[src/rtl/core/bsfh_pkg.sv]
// Shared types for the Biot-Savart field Hessian unit: datapath commands,
// controller status and the default coordinate format. No dependencies.
`timescale 1ns / 1ps

package bsfh_pkg;

   localparam int DefaultFracBits = 24;

   // One datapath operation per cycle, issued by the controller.
   typedef enum logic [4:0] {
      OP_NONE,
      OP_LOAD,
      OP_ZERO,
      OP_MAX,
      OP_NORM,
      OP_SQ,
      OP_SQRT,
      OP_DIV,
      OP_I2,
      OP_I4,
      OP_CRA,
      OP_CRB,
      OP_UU,
      OP_TA,
      OP_TB,
      OP_TC,
      OP_TM,
      OP_TP,
      OP_TS,
      OP_TW,
      OP_EMIT
   } op_type;

   typedef struct packed {
      op_type     op;
      logic [1:0] sel;
      logic [5:0] cnt;
      logic [1:0] k1;
      logic [1:0] k2;
      logic [1:0] a;
      logic [3:0] row;
   } cmd_type;

   typedef struct packed {
      logic d_zero;
      logic last;
      logic out_free;
   } status_type;

endpackage

[src/rtl/core/bsfh_ctrl.sv]
// Sequencer of the field Hessian unit: walks each item through normalize,
// square root, divisions, cross product and 27 term updates. Uses bsfh_pkg.
`timescale 1ns / 1ps

module bsfh_ctrl (
   input  logic                clock,
   input  logic                reset,
   input  logic                req_valid,
   output logic                req_ready,
   input  bsfh_pkg::status_type status,
   output bsfh_pkg::cmd_type   cmd
);
   import bsfh_pkg::*;

   typedef enum logic [16:0] {
      S_IDLE  = 17'b00000000000000001,
      S_MAX   = 17'b00000000000000010,
      S_NORM  = 17'b00000000000000100,
      S_SQ    = 17'b00000000000001000,
      S_SQRT  = 17'b00000000000010000,
      S_DIV   = 17'b00000000000100000,
      S_INV   = 17'b00000000001000000,
      S_CROSS = 17'b00000000010000000,
      S_UU    = 17'b00000000100000000,
      S_TA    = 17'b00000001000000000,
      S_TB    = 17'b00000010000000000,
      S_TC    = 17'b00000100000000000,
      S_TM    = 17'b00001000000000000,
      S_TP    = 17'b00010000000000000,
      S_TS    = 17'b00100000000000000,
      S_TW    = 17'b01000000000000000,
      S_EMIT  = 17'b10000000000000000
   } state_type;

   state_type  state_ff, state_in;
   logic [5:0] cnt_ff, cnt_in;
   logic [1:0] sel_ff, sel_in;
   logic [1:0] k1_ff, k1_in;
   logic [1:0] k2_ff, k2_in;
   logic [1:0] a_ff, a_in;

   assign req_ready = (state_ff == S_IDLE);

   always_comb begin
      state_in = state_ff;
      cnt_in   = cnt_ff;
      sel_in   = sel_ff;
      k1_in    = k1_ff;
      k2_in    = k2_ff;
      a_in     = a_ff;
      cmd.op   = OP_NONE;
      cmd.sel  = sel_ff;
      cmd.cnt  = cnt_ff;
      cmd.k1   = k1_ff;
      cmd.k2   = k2_ff;
      cmd.a    = a_ff;
      cmd.row  = (4'(k1_ff) << 1) + 4'(k1_ff) + 4'(k2_ff);
      case (state_ff)
         S_IDLE: begin
            if (req_valid) begin
               cmd.op   = OP_LOAD;
               state_in = S_MAX;
            end
         end
         S_MAX: begin
            k1_in  = 2'd0;
            k2_in  = 2'd0;
            a_in   = 2'd0;
            cnt_in = 6'd0;
            if (status.d_zero) begin
               cmd.op   = OP_ZERO;
               state_in = status.last ? S_EMIT : S_IDLE;
            end else begin
               cmd.op   = OP_MAX;
               state_in = S_NORM;
            end
         end
         S_NORM: begin
            cmd.op   = OP_NORM;
            cnt_in   = 6'd0;
            state_in = S_SQ;
         end
         S_SQ: begin
            cmd.op  = OP_SQ;
            cmd.sel = cnt_ff[1:0];
            if (cnt_ff == 6'd2) begin
               cnt_in   = 6'd0;
               state_in = S_SQRT;
            end else begin
               cnt_in = cnt_ff + 6'd1;
            end
         end
         S_SQRT: begin
            cmd.op = OP_SQRT;
            if (cnt_ff == 6'd31) begin
               cnt_in   = 6'd0;
               sel_in   = 2'd0;
               state_in = S_DIV;
            end else begin
               cnt_in = cnt_ff + 6'd1;
            end
         end
         S_DIV: begin
            cmd.op = OP_DIV;
            if (cnt_ff == 6'd32) begin
               cnt_in = 6'd0;
               if (sel_ff == 2'd3) begin
                  sel_in   = 2'd0;
                  state_in = S_INV;
               end else begin
                  sel_in = sel_ff + 2'd1;
               end
            end else begin
               cnt_in = cnt_ff + 6'd1;
            end
         end
         S_INV: begin
            cmd.op = (cnt_ff[0]) ? OP_I4 : OP_I2;
            if (cnt_ff == 6'd1) begin
               cnt_in   = 6'd0;
               state_in = S_CROSS;
            end else begin
               cnt_in = cnt_ff + 6'd1;
            end
         end
         S_CROSS: begin
            cmd.op  = (cnt_ff[0]) ? OP_CRB : OP_CRA;
            cmd.sel = cnt_ff[2:1];
            if (cnt_ff == 6'd5) begin
               cnt_in   = 6'd0;
               state_in = S_UU;
            end else begin
               cnt_in = cnt_ff + 6'd1;
            end
         end
         S_UU: begin
            cmd.op   = OP_UU;
            state_in = S_TA;
         end
         S_TA: begin
            cmd.op   = OP_TA;
            state_in = S_TB;
         end
         S_TB: begin
            cmd.op   = OP_TB;
            state_in = S_TC;
         end
         S_TC: begin
            cmd.op   = OP_TC;
            state_in = S_TM;
         end
         S_TM: begin
            cmd.op   = OP_TM;
            state_in = S_TP;
         end
         S_TP: begin
            cmd.op   = OP_TP;
            state_in = S_TS;
         end
         S_TS: begin
            cmd.op   = OP_TS;
            state_in = S_TW;
         end
         S_TW: begin
            cmd.op = OP_TW;
            if (a_ff == 2'd2) begin
               a_in = 2'd0;
               if (k2_ff == 2'd2) begin
                  k2_in = 2'd0;
                  if (k1_ff == 2'd2) begin
                     k1_in    = 2'd0;
                     state_in = status.last ? S_EMIT : S_IDLE;
                  end else begin
                     k1_in    = k1_ff + 2'd1;
                     state_in = S_UU;
                  end
               end else begin
                  k2_in    = k2_ff + 2'd1;
                  state_in = S_UU;
               end
            end else begin
               a_in     = a_ff + 2'd1;
               state_in = S_TA;
            end
         end
         S_EMIT: begin
            if (status.out_free) begin
               cmd.op = OP_EMIT;
               if (k2_ff == 2'd2) begin
                  k2_in = 2'd0;
                  if (k1_ff == 2'd2) begin
                     k1_in    = 2'd0;
                     state_in = S_IDLE;
                  end else begin
                     k1_in = k1_ff + 2'd1;
                  end
               end else begin
                  k2_in = k2_ff + 2'd1;
               end
            end
         end
         default: begin
            state_in = S_IDLE;
         end
      endcase
   end

   always_ff @(posedge clock) begin
      if (reset) begin
         state_ff <= S_IDLE;
         cnt_ff   <= 6'd0;
         sel_ff   <= 2'd0;
         k1_ff    <= 2'd0;
         k2_ff    <= 2'd0;
         a_ff     <= 2'd0;
      end else begin
         state_ff <= state_in;
         cnt_ff   <= cnt_in;
         sel_ff   <= sel_in;
         k1_ff    <= k1_in;
         k2_ff    <= k2_in;
         a_ff     <= a_in;
      end
   end

   a_accept_starts: assert property (@(posedge clock) disable iff (reset)
      (req_valid && req_ready) |=> (state_ff == S_MAX))
      else $error("accepted beat did not start the normalize step");

   a_div_count: assert property (@(posedge clock) disable iff (reset)
      (state_ff == S_DIV) |-> (cnt_ff <= 6'd32))
      else $error("divider step count ran past its last step");

endmodule

[config.mk]
export PLATFORM = sky130hd
export DESIGN_NAME = bsfh_ctrl
export DESIGN_NICKNAME = d
export VERILOG_FILES = /design/src/rtl/core/bsfh_pkg.sv /design/src/rtl/core/bsfh_ctrl.sv
export SDC_FILE = /design/constraint.sdc
export NUM_CORES = 1
export LEC_CHECK = 0
export BUFFER_PORTS_ARGS = -buffer_cell sky130_fd_sc_hd__clkbuf_2
export CORE_MARGIN = 4
export CORE_UTILIZATION = 60
export CTS_BUF_LIST = sky130_fd_sc_hd__clkbuf_4
export DETAILED_ROUTE_END_ITERATION = 12
export GPL_TIMING_DRIVEN = 0
export PLACE_DENSITY = 0.85
export SETUP_SLACK_MARGIN = 0.02
export SLEW_MARGIN = 10
export SYNTH_ARGS = -nofsm -noshare
export SYNTH_HDL_FRONTEND = slang
export SYNTH_SLANG_ARGS = --single-unit
[constraint.sdc]
create_clock -name clock -period 5.18 [get_ports clock]
set_input_delay 1.036 -clock clock [delete_from_list [all_inputs] [get_ports clock]]
set_output_delay 1.036 -clock clock [all_outputs]
set_load 0.005 [all_outputs]
==> results.yml, run 1 <==
setup_path:
  arrival_ns: 3.11
  cp-end-kind: "output port"
  worstSetupEndpoint: "cmd[18]"
  critPathLaunchType: "flop"
  crit_start: "state_ff[4]"
  worstPathMaxFanout: 8
  r2r-start: "state_ff[4]"
  worstSetupPathType: "flop to output port"
  rrSetupSlack_ns: 2.41
  r2r.worst_path.cells: 5
  r2r-end: "cnt_ff[4]"
  critPathRequiredTime_ns: 4.14
grt:
  grt_pass1_wl_mm: 10.3
  groute.usage.overall_pct: 24.6
  grt_pass1_vias: 2216
  overflow: 0
  grt_max_degree: 11
  antenna_found_initial: 0
final_layout:
  num-nets-final: 352
  areaGrowthSynthToFinish_pct: 10.9
  design_area_um2: 2670
  antennaDiodeCount: 0
  drive_above_1_share_pct: 21.8
  stdcell_count: 383
floorplanning:
  dieArea_um2: 5090
  ios: 30
  placementRows: 22
  core_um2: 3770
  die_height_um: 71.3
  start_util_pct: 63.8
  die_w_um: 71.3
status:
  status: "finished clean"
run:
  drv_cap: 0
power:
  power-per-cell-area_nw_per_um2: 184
  leakage_nw: 1.05
  vdd_ir_drop_max_mv: 0.268
drt:
  first_iter_violations: 212
  route.detailed.drc: 0
  drt_pass1_iterations: 4
  via_count: 2392
  via_per_inst: 6.25
  routedWlPerCell_um: 15.7
  wl_mm: 6.02
  ant_nets: 0
clocking:
  clk_pin_slew_worst_paths_ns: 0.11
  cts_tree: "built"
  clock-root-buffer: "clkbuf_4"
  cts_made_buffers: 5
  numClockSinks: 31
  post_cts_buffers: 0
  ctsHtreeMaxLevel: 2
  hold_buffers: 0
  ctsResizeCount: 0
  cts_max_path_buffers: 2
  clk_latency_ns: 0.32
min_path:
  hp-class: "flop to flop"
synth:
  syn_nets: 316
  synth_flop_cell: "dfxtp_1"
  netlist_area_um2: 2410
  synth-edff-count: 0
  ys_types: 62
  yosysWarnings: 0
  async_reset_ff_share_pct: 0
  seq_area_frac_synth_pct: 25.8
  avgSynthCellArea_um2: 8.07
  netlist_instances: 298
  synth-seq-cells: 31
placed_design:
  dp_hpwl_mm: 4.55
  preCtsSetupSlack_ns: 1.50
  place.gp.congestion: 0.883
  placed_area_um2: 2610
  dp.cells: 375
  port_buffers: 29
timing:
  finalClockSkew_ns: 0.0131
  slew_violations: 0
  rsz0062_at_grt: "false"
  min_period_over_period_pct: 80.0
  worst_pin_slew_ns: 1.11
  tns_ns: 0
  worst_slack_ns: 1.03
  setup_viol: 0
  finalHoldViolations: 0
  fmax_ghz: 0.241
  maxSlewHeadroom_pct: 25.3
  fin_crit_ns: 4.15
area by class of cell:
class / instances / area [um^2]
tap: 48 / 60.1
buffer: 17 / 90.1
fill: 323 / 1100
inverter: 16 / 60.1
clock buffer: 7 / 52.6
sequential: 31 / 621
multi-input combinational: 234 / 1640
timing repair buffer: 29 / 145
clock inverter: 1 / 5.00
routing by layer:
metal  GRT usage (%)  vias up  share of wire [%]
met5               0        -                  0
li1                -     1190                  -
met4            5.64        0                1.2
met3            5.19       11                7.5
met2            38.5       77                 46
met1            34.6     1114                 46
how the worst min path moves through the flow:
stage	start	end	slack, ns	cells after the start
floorplan	sel_ff[0]	sel_ff[0]	0.47	2
global placement	sel_ff[0]	sel_ff[0]	0.49	2
detailed placement	sel_ff[0]	sel_ff[0]	0.49	2
CTS	a_ff[0]	a_ff[1]	0.51	2
global route	a_ff[0]	a_ff[1]	0.53	2
finish	a_ff[0]	a_ff[1]	0.51	2
per-stage QoR:
| stage | utilization [%] | power (W) | hold WS, ns |
|---|---|---|---|
| floorplan | - | 0.000318 | 0.471 |
| global placement | 69.2 | 0.000345 | 0.490 |
| detailed placement | 69.2 | 0.000348 | 0.495 |
| CTS | 70.8 | 0.000495 | 0.511 |
| global route | 70.8 | 0.000517 | 0.534 |
| finish | 70.8 | 0.000492 | 0.507 |
cells in the final DEF, fill, tap and decap left out, drive strengths merged, types with 3 or more instances in the layout:
master / instances
xor2: 4
nand3b: 7
nand2: 16
nand4: 7
nor4: 13
buf: 13
or2: 4
nand2b: 7
a2111oi: 3
inv: 16
o211ai: 5
o21ai: 20
xnor2: 4
dfxtp: 31
nor3: 15
ha: 10
a21oi: 21
nor3b: 4
nand3: 5
or4b: 4
nor2: 29
and3: 4
a211oi: 7
or4: 10
nand4b: 3
clkbuf: 40
report_power, final:
group / total (W) / leakage [nW] / internal [W] / switching [W]
clock network: 0.000147 / 0.0361 / 0.0000634 / 0.0000838
logic: 0.0000958 / 0.768 / 0.0000324 / 0.0000634
registers: 0.000249 / 0.250 / 0.000242 / 0.00000701
total: 0.000492 / 1.05 / 0.000338 / 0.000154
sequential cells by signal (all words and copies together), names as in the netlist:
name / flops
a_ff: 2
cnt_ff: 6
k1_ff: 2
k2_ff: 2
sel_ff: 2
state_ff: 17
synthesized netlist by cell type, types with 3 or more instances:
cell,n,area (um^2)
a21oi_1,20,100
xor2_1,4,35.0
nand3b_1,7,52.6
nand3_1,5,25.0
nor3_1,10,50.1
dfxtp_1,31,621
clkbuf_1,3,11.3
nor2_1,29,109
or2_2,3,18.8
ha_1,10,125
buf_2,11,55.1
nand4b_1,3,26.3
or4_4,3,33.8
or4_1,7,52.6
and3_1,4,25.0
or4b_1,3,30.0
inv_1,15,56.3
a211oi_1,7,52.6
nor3b_1,4,30.0
nand2b_1,7,43.8
o21ai_0,19,95.1
o211ai_1,5,37.5
nor4_4,4,85.1
nor3_2,5,50.1
nand4_1,7,43.8
nor4_1,7,43.8
xnor2_1,4,35.0
nand2_1,16,60.1
critical path, cell delays in order, from the launching register on:
cell      delay (ns)
dfxtp_1         0.34
nor4_1          0.73
nand2_1         0.28
nor3_1          0.95
nor3_1          0.16
o311ai_0        0.16
clkbuf_2        0.18
cells by family after synthesis:
family	Yosys count	share of synthesized area (%)
AND/OR/NAND/NOR	139	37.5
AO/OA/AOI/OAI	74	20.3
buffers and inverters	33	6.24
flip-flops	31	25.8
adder cells (fa/ha/maj)	12	6.86
XOR/XNOR	8	2.91
multiplexers	1	0.416
Power figures use the tool's default switching activity.
==> inputs of run 2 (changes only) <==
--- a/config.mk
+++ b/config.mk
@@ -5,13 +5,14 @@
 export SDC_FILE = /design/constraint.sdc
 export NUM_CORES = 1
 export LEC_CHECK = 0
+export ABC_AREA = 1
 export BUFFER_PORTS_ARGS = -buffer_cell sky130_fd_sc_hd__clkbuf_2
 export CORE_MARGIN = 4
 export CORE_UTILIZATION = 60
 export CTS_BUF_LIST = sky130_fd_sc_hd__clkbuf_4
 export DETAILED_ROUTE_END_ITERATION = 12
 export GPL_TIMING_DRIVEN = 0
-export PLACE_DENSITY = 0.85
+export PLACE_DENSITY = 0.84
 export SETUP_SLACK_MARGIN = 0.02
 export SLEW_MARGIN = 10
 export SYNTH_ARGS = -nofsm -noshare
==> constraint.sdc (replaced) <==
create_clock -name clock -period 4.05 [get_ports clock]
set_input_delay 0.81 -clock clock [delete_from_list [all_inputs] [get_ports clock]]
set_output_delay 0.81 -clock clock [all_outputs]
set_load 0.005 [all_outputs]
==> run 2 against run 1 <==
Against the previous run:
- clock skew increased by 0.00065 ns
- combinational power increased to 8.9 times the previous value
- worst setup slack improved by 0.13 ns
- largest power group is now combinational cells
- highest routed layer unchanged
==> results.yml, run 2 <==
synth:
  netlist_instances: 439
  synth_top_area_cell: "dfxtp_1"
  async_reset_ff_share_pct: 0
  synth_xor_area_share_pct: 0
  synth_mux_area_share_pct: 0
  yosysTopAreaCellShare_pct: 23.2
  netlist_area_um2: 2670
  synth-simple-area-share_pct: 51.4
  synth_flop_cell: "dfxtp_1"
  synth-seq-cells: 31
  synth-edff-count: 0
  yosysWarnings: 0
  synth_area_leaders: "dfxtp_1, nand2_1, inv_1"
  synthTopCellsByCount: "nand2_1, inv_1, nor2_1, nand3_1, dfxtp_1"
  yosysMostFrequentCell: "nand2_1"
  synthAdderAreaFrac_pct: 6.18
  synth_top_family_by_area: "simple AND/OR/NAND/NOR gates"
  seq_area_frac_synth_pct: 23.2
  avgSynthCellArea_um2: 6.08
  synth_compound_area_share_pct: 6.00
  syn_nets: 457
  ys_types: 36
grt:
  grt_pass1_vias: 2532
  overflow: 0
  antenna_found_initial: 0
  grt_pass1_wl_mm: 11.5
  groute.usage.overall_pct: 26.5
  grt_max_degree: 11
setup_path:
  critPathRequiredTime_ns: 3.24
  rrSetupSlack_ns: 2.17
  worstPathMaxFanout: 6
  worstSetupPathType: "flop to output port"
  r2r-start: "cnt_ff[1]"
  critPathLaunchType: "flop"
  cp-end-kind: "output port"
  arrival_ns: 2.08
  r2r-end: "state_ff[2]"
  r2r.worst_path.cells: 9
drt:
  first_iter_violations: 282
  route.detailed.drc: 0
  via_count: 2876
  wl_mm: 6.88
  routedWlPerCell_um: 13.0
  drt_pass1_iterations: 5
  ant_nets: 0
  via_per_inst: 5.45
timing:
  finalClockSkew_ns: 0.0138
  finalHoldViolations: 0
  slew_violations: 0
  setup_viol: 0
  fmax_ghz: 0.346
  worst_pin_slew_ns: 0.578
  rsz0062_at_grt: "false"
  min_period_over_period_pct: 71.3
  maxSlewHeadroom_pct: 61.5
  hold_ws_ns: 0.479
  worst_slack_ns: 1.16
  fin_crit_ns: 2.89
  tns_ns: 0
final_layout:
  largest_register_ff_count: 17
  top_regs: "state_ff x17, cnt_ff x6"
  utilization_pct: 68.4
  drive_above_1_share_pct: 16.6
  num-nets-final: 493
  stdcell_count: 528
  fillers: 411
  final_common_cell: "nand2_1"
  antennaDiodeCount: 0
  layout_common_cells: "nand2_1, nor2_1, inv_1, nand3_1, dfxtp_1"
  regMostFlops: "state_ff"
  areaGrowthSynthToFinish_pct: 10.7
power:
  leakage_nw: 1.56
  swShare_pct: 49.2
  p_int_w: 0.000758
  switchingPower_w: 0.000734
  power-per-cell-area_nw_per_um2: 504
  power_frac_comb_pct: 57.4
  p_clk_share_pct: 16.7
  vdd_ir_drop_max_mv: 0.434
  seqPwrFrac_pct: 25.9
floorplanning:
  die_w_um: 74.7
  ios: 30
  start_util_pct: 61.8
  core_um2: 4320
  dieArea_um2: 5580
  die_height_um: 74.7
  placementRows: 24
placed_design:
  dp_hpwl_mm: 5.32
  dp.cells: 520
  place.gp.congestion: 0.933
  preCtsSetupSlack_ns: 1.54
  port_buffers: 29
clocking:
  ctsHtreeMaxLevel: 2
  cts_made_buffers: 5
  cts_tree: "built"
  cts_max_path_buffers: 2
  clock-root-buffer: "clkbuf_4"
  ctsResizeCount: 0
  clk_latency_ns: 0.35
  clk_pin_slew_worst_paths_ns: 0.11
  numClockSinks: 31
  hold_buffers: 0
  post_cts_buffers: 0
min_path:
  min_from: "a_ff[1]"
  hp-class: "flop to flop"
  hold_path_end: "a_ff[1]"
  hold_depth: 2
run:
  drv_cap: 0
status:
  status: "finished clean"
[run 2: how the worst max path moves through the flow]
stage,to,slack (ns),start
global route,cmd[18],0.98,state_ff[15]
floorplan,cmd[2],1.67,k2_ff[1]
finish,cmd[2],1.16,k2_ff[1]
CTS,cmd[2],1.15,k2_ff[1]
detailed placement,cmd[2],1.54,k2_ff[1]
global placement,cmd[2],1.55,k2_ff[1]
[run 2: cells by family (layout without fill, tap and decap cells)]
| group | Yosys count | in the layout |
|---|---|---|
| simple gates | 284 | 284 |
| buf+inv | 84 | 121 |
| flops | 31 | 31 |
| compound gates | 28 | 28 |
| fa+ha+maj | 12 | 12 |
[run 2: critical path, cell delays in order, from the launching register on]
cell	delay, ns
dfxtp_1	0.39
fa_1	0.56
ha_1	0.14
inv_1	0.04
fa_1	0.47
inv_1	0.04
clkbuf_2	0.10
[run 2: area by class of cell]
class                      instances  area (um^2)  share of cell area (%)
clock inverter                     3         38.8                    1.31
buffer                            11         76.3                    2.58
tap                               52         65.1                    2.20
sequential                        31          621                    21.0
timing repair buffer              29          145                    4.91
clock buffer                       5         37.5                    1.27
inverter                          73          277                    9.35
multi-input combinational        324         1700                    57.4
[run 2: power by group through the flow]
stage	clock (W)	sequential, W	combinational, W
after floorplan	0	0.000386	0.000652
after global placement	0	0.000390	0.000822
after detailed placement	0	0.000394	0.000841
after CTS	0.000249	0.000387	0.000846
after global routing	0.000263	0.000392	0.000966
final	0.000249	0.000387	0.000856
[run 2: metrics by stage]
stage                     cell area [um^2]  total power, W
after CTS                             2960         0.00148
after global placement                2880         0.00121
after global routing                  2960         0.00162
after detailed placement              2880         0.00124
final                                 2960         0.00149
after floorplan                       2670         0.00104
[run 2: metal layers]
metal  track usage [%]  wire length [um]
met1              36.7              3180
met5                 0                 0
met2              42.1              3160
met3              4.67               446
met4              7.71                95
